### src/design/assert_macros.svh
// ----------------------------------------------------------------------------
// Assertion macros used by fenwick_tree_range_sum_core
// ----------------------------------------------------------------------------
`ifndef ASSERT_MACROS_SVH
`define ASSERT_MACROS_SVH

// Same-cycle implication, disabled while reset is held
`define ASSERT_IMPL(lbl, clk, rst_n, ante, cons, msg) \
    lbl: assert property (@(posedge clk) disable iff (!rst_n) (ante) |-> (cons)) \
        else $error(msg);

// Next-cycle implication, disabled while reset is held
`define ASSERT_NEXT(lbl, clk, rst_n, ante, cons, msg) \
    lbl: assert property (@(posedge clk) disable iff (!rst_n) (ante) |=> (cons)) \
        else $error(msg);

`endif

### src/design/ftr_pkg.sv
// ----------------------------------------------------------------------------
// ftr_pkg
// Shared widths, codes and types of the Fenwick tree range sum core.
// ----------------------------------------------------------------------------
package ftr_pkg;

    localparam int OP_W   = 2;
    localparam int FLD_W  = 11;
    localparam int DATA_W = 64;
    localparam int FAC_W  = 32;
    localparam int ST_W   = 2;

    // Operation codes
    localparam logic [OP_W-1:0] OP_UPDATE = 2'd0;
    localparam logic [OP_W-1:0] OP_QUERY  = 2'd1;
    localparam logic [OP_W-1:0] OP_SCDOWN = 2'd2;
    localparam logic [OP_W-1:0] OP_SCUP   = 2'd3;

    // Status codes
    localparam logic [ST_W-1:0] ST_OK       = 2'd0;
    localparam logic [ST_W-1:0] ST_RANGE    = 2'd1;
    localparam logic [ST_W-1:0] ST_ZERO_DIV = 2'd2;

    // Divider request
    typedef struct packed {
        logic start;
        logic den_neg;
    } t_div_req;

endpackage

### src/design/ftr_div.sv
// ----------------------------------------------------------------------------
// ftr_div
// Signed 64 by 32 bit divider, truncating toward zero, one quotient bit a cycle.
// ----------------------------------------------------------------------------
module ftr_div (
    input  logic                         i_clk,
    input  logic                         i_rst_n,
    input  ftr_pkg::t_div_req            i_req,
    input  logic [ftr_pkg::DATA_W-1:0]   i_num,
    input  logic [ftr_pkg::FAC_W-1:0]    i_den_mag,
    output logic                         o_done,
    output logic [ftr_pkg::DATA_W-1:0]   o_quo
);

    localparam int CW = $clog2(ftr_pkg::DATA_W);

    logic                        r_busy;
    logic                        r_fin;
    logic                        r_done;
    logic [CW-1:0]               r_cnt;
    logic                        r_neg;
    logic [ftr_pkg::FAC_W-1:0]   r_den;
    logic [ftr_pkg::FAC_W-1:0]   r_rem;
    logic [ftr_pkg::DATA_W-1:0]  r_quo;

    logic [ftr_pkg::FAC_W:0]     w_shift;
    logic                        w_ge;
    logic [ftr_pkg::FAC_W:0]     w_diff;

    // One restoring step
    always_comb begin
        w_shift = {r_rem, r_quo[ftr_pkg::DATA_W-1]};
        w_ge    = (w_shift >= {1'b0, r_den});
        w_diff  = w_shift - {1'b0, r_den};
    end

    // Control
    always_ff @(posedge i_clk) begin
        if (!i_rst_n) begin
            r_busy <= 1'b0;
            r_fin  <= 1'b0;
            r_done <= 1'b0;
            r_cnt  <= '0;
        end else begin
            r_done <= r_fin;
            r_fin  <= !i_req.start && r_busy && (r_cnt == CW'(ftr_pkg::DATA_W - 1));
            if (i_req.start) begin
                r_busy <= 1'b1;
                r_cnt  <= '0;
            end else if (r_busy) begin
                r_cnt <= r_cnt + 1'b1;
                if (r_cnt == CW'(ftr_pkg::DATA_W - 1)) begin
                    r_busy <= 1'b0;
                end
            end
        end
    end

    // Datapath: load magnitudes, iterate, apply the quotient sign
    always_ff @(posedge i_clk) begin
        if (i_req.start) begin
            r_neg <= i_num[ftr_pkg::DATA_W-1] ^ i_req.den_neg;
            r_den <= i_den_mag;
            r_rem <= '0;
            r_quo <= i_num[ftr_pkg::DATA_W-1] ? (~i_num + 1'b1) : i_num;
        end else if (r_busy) begin
            r_rem <= w_ge ? w_diff[ftr_pkg::FAC_W-1:0] : w_shift[ftr_pkg::FAC_W-1:0];
            r_quo <= {r_quo[ftr_pkg::DATA_W-2:0], w_ge};
        end else if (r_fin) begin
            r_quo <= r_neg ? (~r_quo + 1'b1) : r_quo;
        end
    end

    assign o_done = r_done;
    assign o_quo  = r_quo;

endmodule

### config.mk
export PLATFORM = sky130hd
export DESIGN_NAME = ftr_div
export DESIGN_NICKNAME = d
export VERILOG_FILES = /design/src/design/assert_macros.svh /design/src/design/ftr_pkg.sv /design/src/design/ftr_div.sv
export SDC_FILE = /design/constraint.sdc
export NUM_CORES = 1
export LEC_CHECK = 0
export BUFFER_PORTS_ARGS = -buffer_cell sky130_fd_sc_hd__buf_2
export CORE_UTILIZATION = 53
export DETAILED_ROUTE_END_ITERATION = 7
export PLACE_DENSITY_LB_ADDON = 0.25
export SETUP_SLACK_MARGIN = 0.5
export SLEW_MARGIN = 20
export SYNTH_ARGS = -nofsm -noshare
export SYNTH_HDL_FRONTEND = slang
export SYNTH_SLANG_ARGS = --single-unit
export TNS_END_PERCENT = 20
### constraint.sdc
create_clock -name i_clk -period 3.6 [get_ports i_clk]
set_input_delay 0.18 -clock i_clk [delete_from_list [all_inputs] [get_ports i_clk]]
set_output_delay 0.18 -clock i_clk [all_outputs]
set_load 0.01 [all_outputs]
Yosys cells after proc, flatten, opt, wreduce, memory -nomap -nowiden:

Cells that the tools add are included.

* bits of input ports: 100
* output and inout port bits: 65
* logic and storage cells: 34
* bits in registers: 138

* muxes and demuxes: 9
* reductions and logical operators: 7
* bitwise gates (word level): 4
* add/sub/neg operators: 4
* magnitude comparators: 1
* equality and inequality tests: 1

Operators by type and width (count)
* $mux W64: 5
* $add A64 B1 Y64 const B: 2
* $not A64 Y64: 2
* $ge A33 B32 Y1: 1
* $mux W32: 1
* $sub A32 B32 Y32: 1
* $add A6 B1 Y6 const B: 1
* $eq A6 B6 Y1 const B: 1
* $reduce_bool A3 Y1: 2
* $mux W1: 3
* $logic_and A1 B1 Y1: 2
* $reduce_and A2 Y1: 1
* $reduce_or A2 Y1: 1
* $logic_not A1 Y1: 1
* $not A1 Y1: 1
* $xor A1 B1 Y1: 1

Longest topological paths before layout:

* depth after elaboration: 6
* gate-level depth with buffers: 14
* mapped depth without buffers: 12

Least setup slack after synthesis:

Ideal clock, no wire load.

* path type: reg2reg
* start point: register r_quo (netlist bit o_quo[12])
* end point: register r_quo (netlist bit o_quo[63]), data pin
* arrival time: 3.204 ns
* stages on the path, launching flop included: 12
* path slack: 0.141 ns
* path buffers: 2
* setup time: 0.254 ns
* clock period less this slack: 3.459 ns
* path through: edfxtp_1 > or4_1 > buf_2 > or4_4 > buf_6 > nor4_2 > nand4_2 > or3_1 > nor3_2 > mux2i_1 > o21ai_1 > o21a_1

* longest elaborated chain between the ends: 6

Ends and longest elaborated chain
* from (decl): RTL line ftr_div.sv:24 `logic [ftr_pkg::DATA_W-1:0] r_quo;`
* from (signal assigned): RTL line ftr_div.sv:65 `r_quo <= i_num[ftr_pkg::DATA_W-1] ? (~i_num + 1'b1) : i_num;`
* from (signal assigned): RTL line ftr_div.sv:68 `r_quo <= {r_quo[ftr_pkg::DATA_W-2:0], w_ge};`
* from (signal assigned): RTL line ftr_div.sv:70 `r_quo <= r_neg ? (~r_quo + 1'b1) : r_quo;`
* $not A64 Y64: RTL line ftr_div.sv:70
* $add A64 B1 Y64: RTL line ftr_div.sv:70
* $mux W64: RTL line ftr_div.sv:70
* $mux W64: RTL line ftr_div.sv:69 `end else if (r_fin) begin`
* $mux W64: RTL line ftr_div.sv:66 `end else if (r_busy) begin`
* $mux W64: RTL line ftr_div.sv:61 `if (i_req.start) begin`

No other way between the ends. The select of a mux whose other input is x is not followed.
A chain may end at the register's enable or synchronous reset.

Worst setup path in the final report:

Ends and elaborated chain as after synthesis.

==> metrics <==
status=completed; most used routing layer in global routing=met2; main flop type after synthesis=edfxtp_1; max cap viols=0; worst clock skew=7.90 ps; Fin. Hold Viols=0; wire per inst=16.9 um; Mapped Avg Cell Area=8.42 sq um; synth unique cells=71; largest net degree at the start of global routing=125; first-pass GRT wire length=45.5 mm; fin crit period=3210 ps; endpoints failing setup=0; CTS Sinks=138; Placed Cells=1,602; Placed Instance Area=11,400 sq um; Warnings, synthesis=0; CP required=3780 ps; Fmax=0.312 GHz; H-tree depth=4; Final period util=0.891; clk root buf=clkbuf_16; fin area=12,500 sq um; drt total wl=28.3 mm; flop-to-flop setup slack=390 ps; unrepaired setup endpoints after global routing=true; setup TNS=0 ps; chip width=141 um; final core occ=0.663; total gr overflow=0; gr usage total=0.285; Post-synth top cells=132 x nand2_1, 113 x nor2_1, 98 x a21oi_1; crit path capture=o_quo[63]; First-pass DRT Iterations=5; area delta synth->final=21.6%; Yosys top cell by area=edfxtp_1; Setup crit start=o_quo[12]; EDFF count, synth=97; Die ar.=19,900 sq um; top cells by area, synth=edfxtp_1 28%, dfxtp_1 8.0%, nand2_1 4.8%; GR Layer Usage met2=0.446; FF-to-FF Start=o_quo[12]; DRC Markers=0; post-route insts no fill=1,680; Startpoint Class=flip-flop; Setup Crit Path Kind=reg -> reg; Syn Inst Count=1,218; Initial Util=0.545; initial drt markers=831; CTS tree=built; CP Max Fanout=4; Layout Nets=1,541; num rows=50; clock slew at reported path FFs=70 ps; M3 GR Usage=0.0428; io pins=165; layout cells sized above 1=0.191; asr flop ratio synth=0; Slew Viols, Final=0; PD cells=414 nW/um^2; worst r2r dst=o_quo[63]; antenna violations before repair=2; Hold Path Class=in -> reg; count leader, synth=nand2_1; maximum clock path buffer count=2; port buffer count=164; Static Leak=4.94 nW; core area=18,800 sq um; vias in the first global route=9,237; Max VDD drop=0.344 mV; Slew headroom=0.295; Least-Margin Pin Slew=1060 ps; total power=0.00517 W; via count=10,100; vias per cell=6.01; Clk Latency, worst-skew pair=420 ps; crit end category=flip-flop; WP data arrival=3390 ps; post-route ant nets=0; R2R cell count=9; GP Congestion=0.897; post-synthesis sequential area ratio=0.364; die height=141 um; flops & latches, synth=138; mapped cell area=10,300 sq um; DPL Wire Length=19.6 mm; Syn Nets=1,354; post-synth top area share=0.284; routing usage on met1=0.393; CTS buffer count=17
==> metal layers <==
metal | vias to the layer above | part of all wire
li1 | 4905 | -
met1 | 4747 | 0.44
met2 | 379 | 0.46
met3 | 61 | 0.070
met4 | 0 | 0.028
met5 | - | 0
==> cell type report <==
cell class | count | area (sq um)
Fill cell | 1585 | 6350
Timing Repair Buffer | 235 | 1470
Clock buffer | 20 | 468
Clock inverter | 12 | 111
Inverter | 54 | 203
Tap cell | 260 | 325
Antenna cell | 2 | 5.00
Sequential cell | 138 | 3740
Multi-Input combinational cell | 959 | 6160
==> through the flow <==
stage                     hold WS [ps]  worst slack [ps]
after CTS                        0.266               375
after detailed placement           358               230
after global routing              13.7               287
after global placement             356               262
final                             7.54               392
after floorplan                    279               213
==> cell families after synthesis <==
kind of cell,share of synthesized area
AOI/OAI and AO/OA,0.232
xor gates and xnor gates,0.0888
adders and majority gates,0.0446
buffers and inverters,0.0454
DFF,0.364
muxes,0.0254
and+or+nand+nor,0.200
==> power by group <==
group / switching, W / total, W / internal (W)
Clock: 0.000721 / 0.00174 / 0.00102
Combinational: 0.000764 / 0.00134 / 0.000578
Sequential: 0.000192 / 0.00209 / 0.00190
Total: 0.00168 / 0.00517 / 0.00349
==> registers in the layout, indices dropped and copies added, names as in the netlist <==
name / cells
r_busy: 1
r_neg: 1
r_den: 32
r_cnt: 6
o_done: 1
o_quo: 64
r_fin: 1
r_rem: 32
==> worst min path at each step <==
stage | to | slack (ps) | cells past startpoint | from
5_1_grt | r_busy | 10 | 2 | i_rst_n
3_5_place_dp | r_den[25] | 360 | 1 | i_den_mag[25]
6_report | r_busy | 8 | 2 | i_rst_n
3_3_place_gp | r_den[29] | 360 | 1 | i_den_mag[29]
2_1_floorplan | r_den[0] | 280 | 0 | i_den_mag[0]
4_1_cts | r_busy | 0.3 | 2 | i_rst_n
==> cells in the final DEF (no fill, tap or decap), types with 7 or more instances in the layout <==
cell type / count
dfxtp_1: 40
nand2b_1: 10
a21o_1: 11
nor3_1: 31
nor2_1: 113
a21oi_1: 97
nor2b_1: 7
ha_1: 35
o32ai_1: 10
o41ai_1: 10
nand4_1: 14
o21bai_1: 7
o31ai_1: 24
xor2_1: 55
or3_1: 22
edfxtp_1: 97
dlygate4sd3_1: 32
a211oi_1: 29
nor4_1: 13
mux2i_1: 26
clkbuf_16: 18
xnor2_1: 49
buf_2: 163
buf_4: 37
o21ai_0: 94
or4_1: 11
inv_1: 52
nand2_1: 131
nand3_1: 24
o311ai_0: 8
o211ai_1: 12
a31oi_1: 9
==> critical path, stage by stage (launching register included) <==
cell	delay, ps
edfxtp_1	380
or4_4	540
or4_4	500
nor4_4	370
nand4_2	180
or3_4	400
nor3_4	120
mux2i_1	200
o21ai_1	70
o21a_1	180
==> repair_timing <==
action / 4_1_cts / 5_1_grt
hold buffers: 32 / 0
gates resized for setup: 6 / 16
endpoints found under the setup margin: 18 / 55
pin swaps: 6 / 3
cloned: 0 / 0
endpoints found under the hold margin: 32 / 0
setup buffers: 6 / 6
Power figures use the tool's default switching activity.
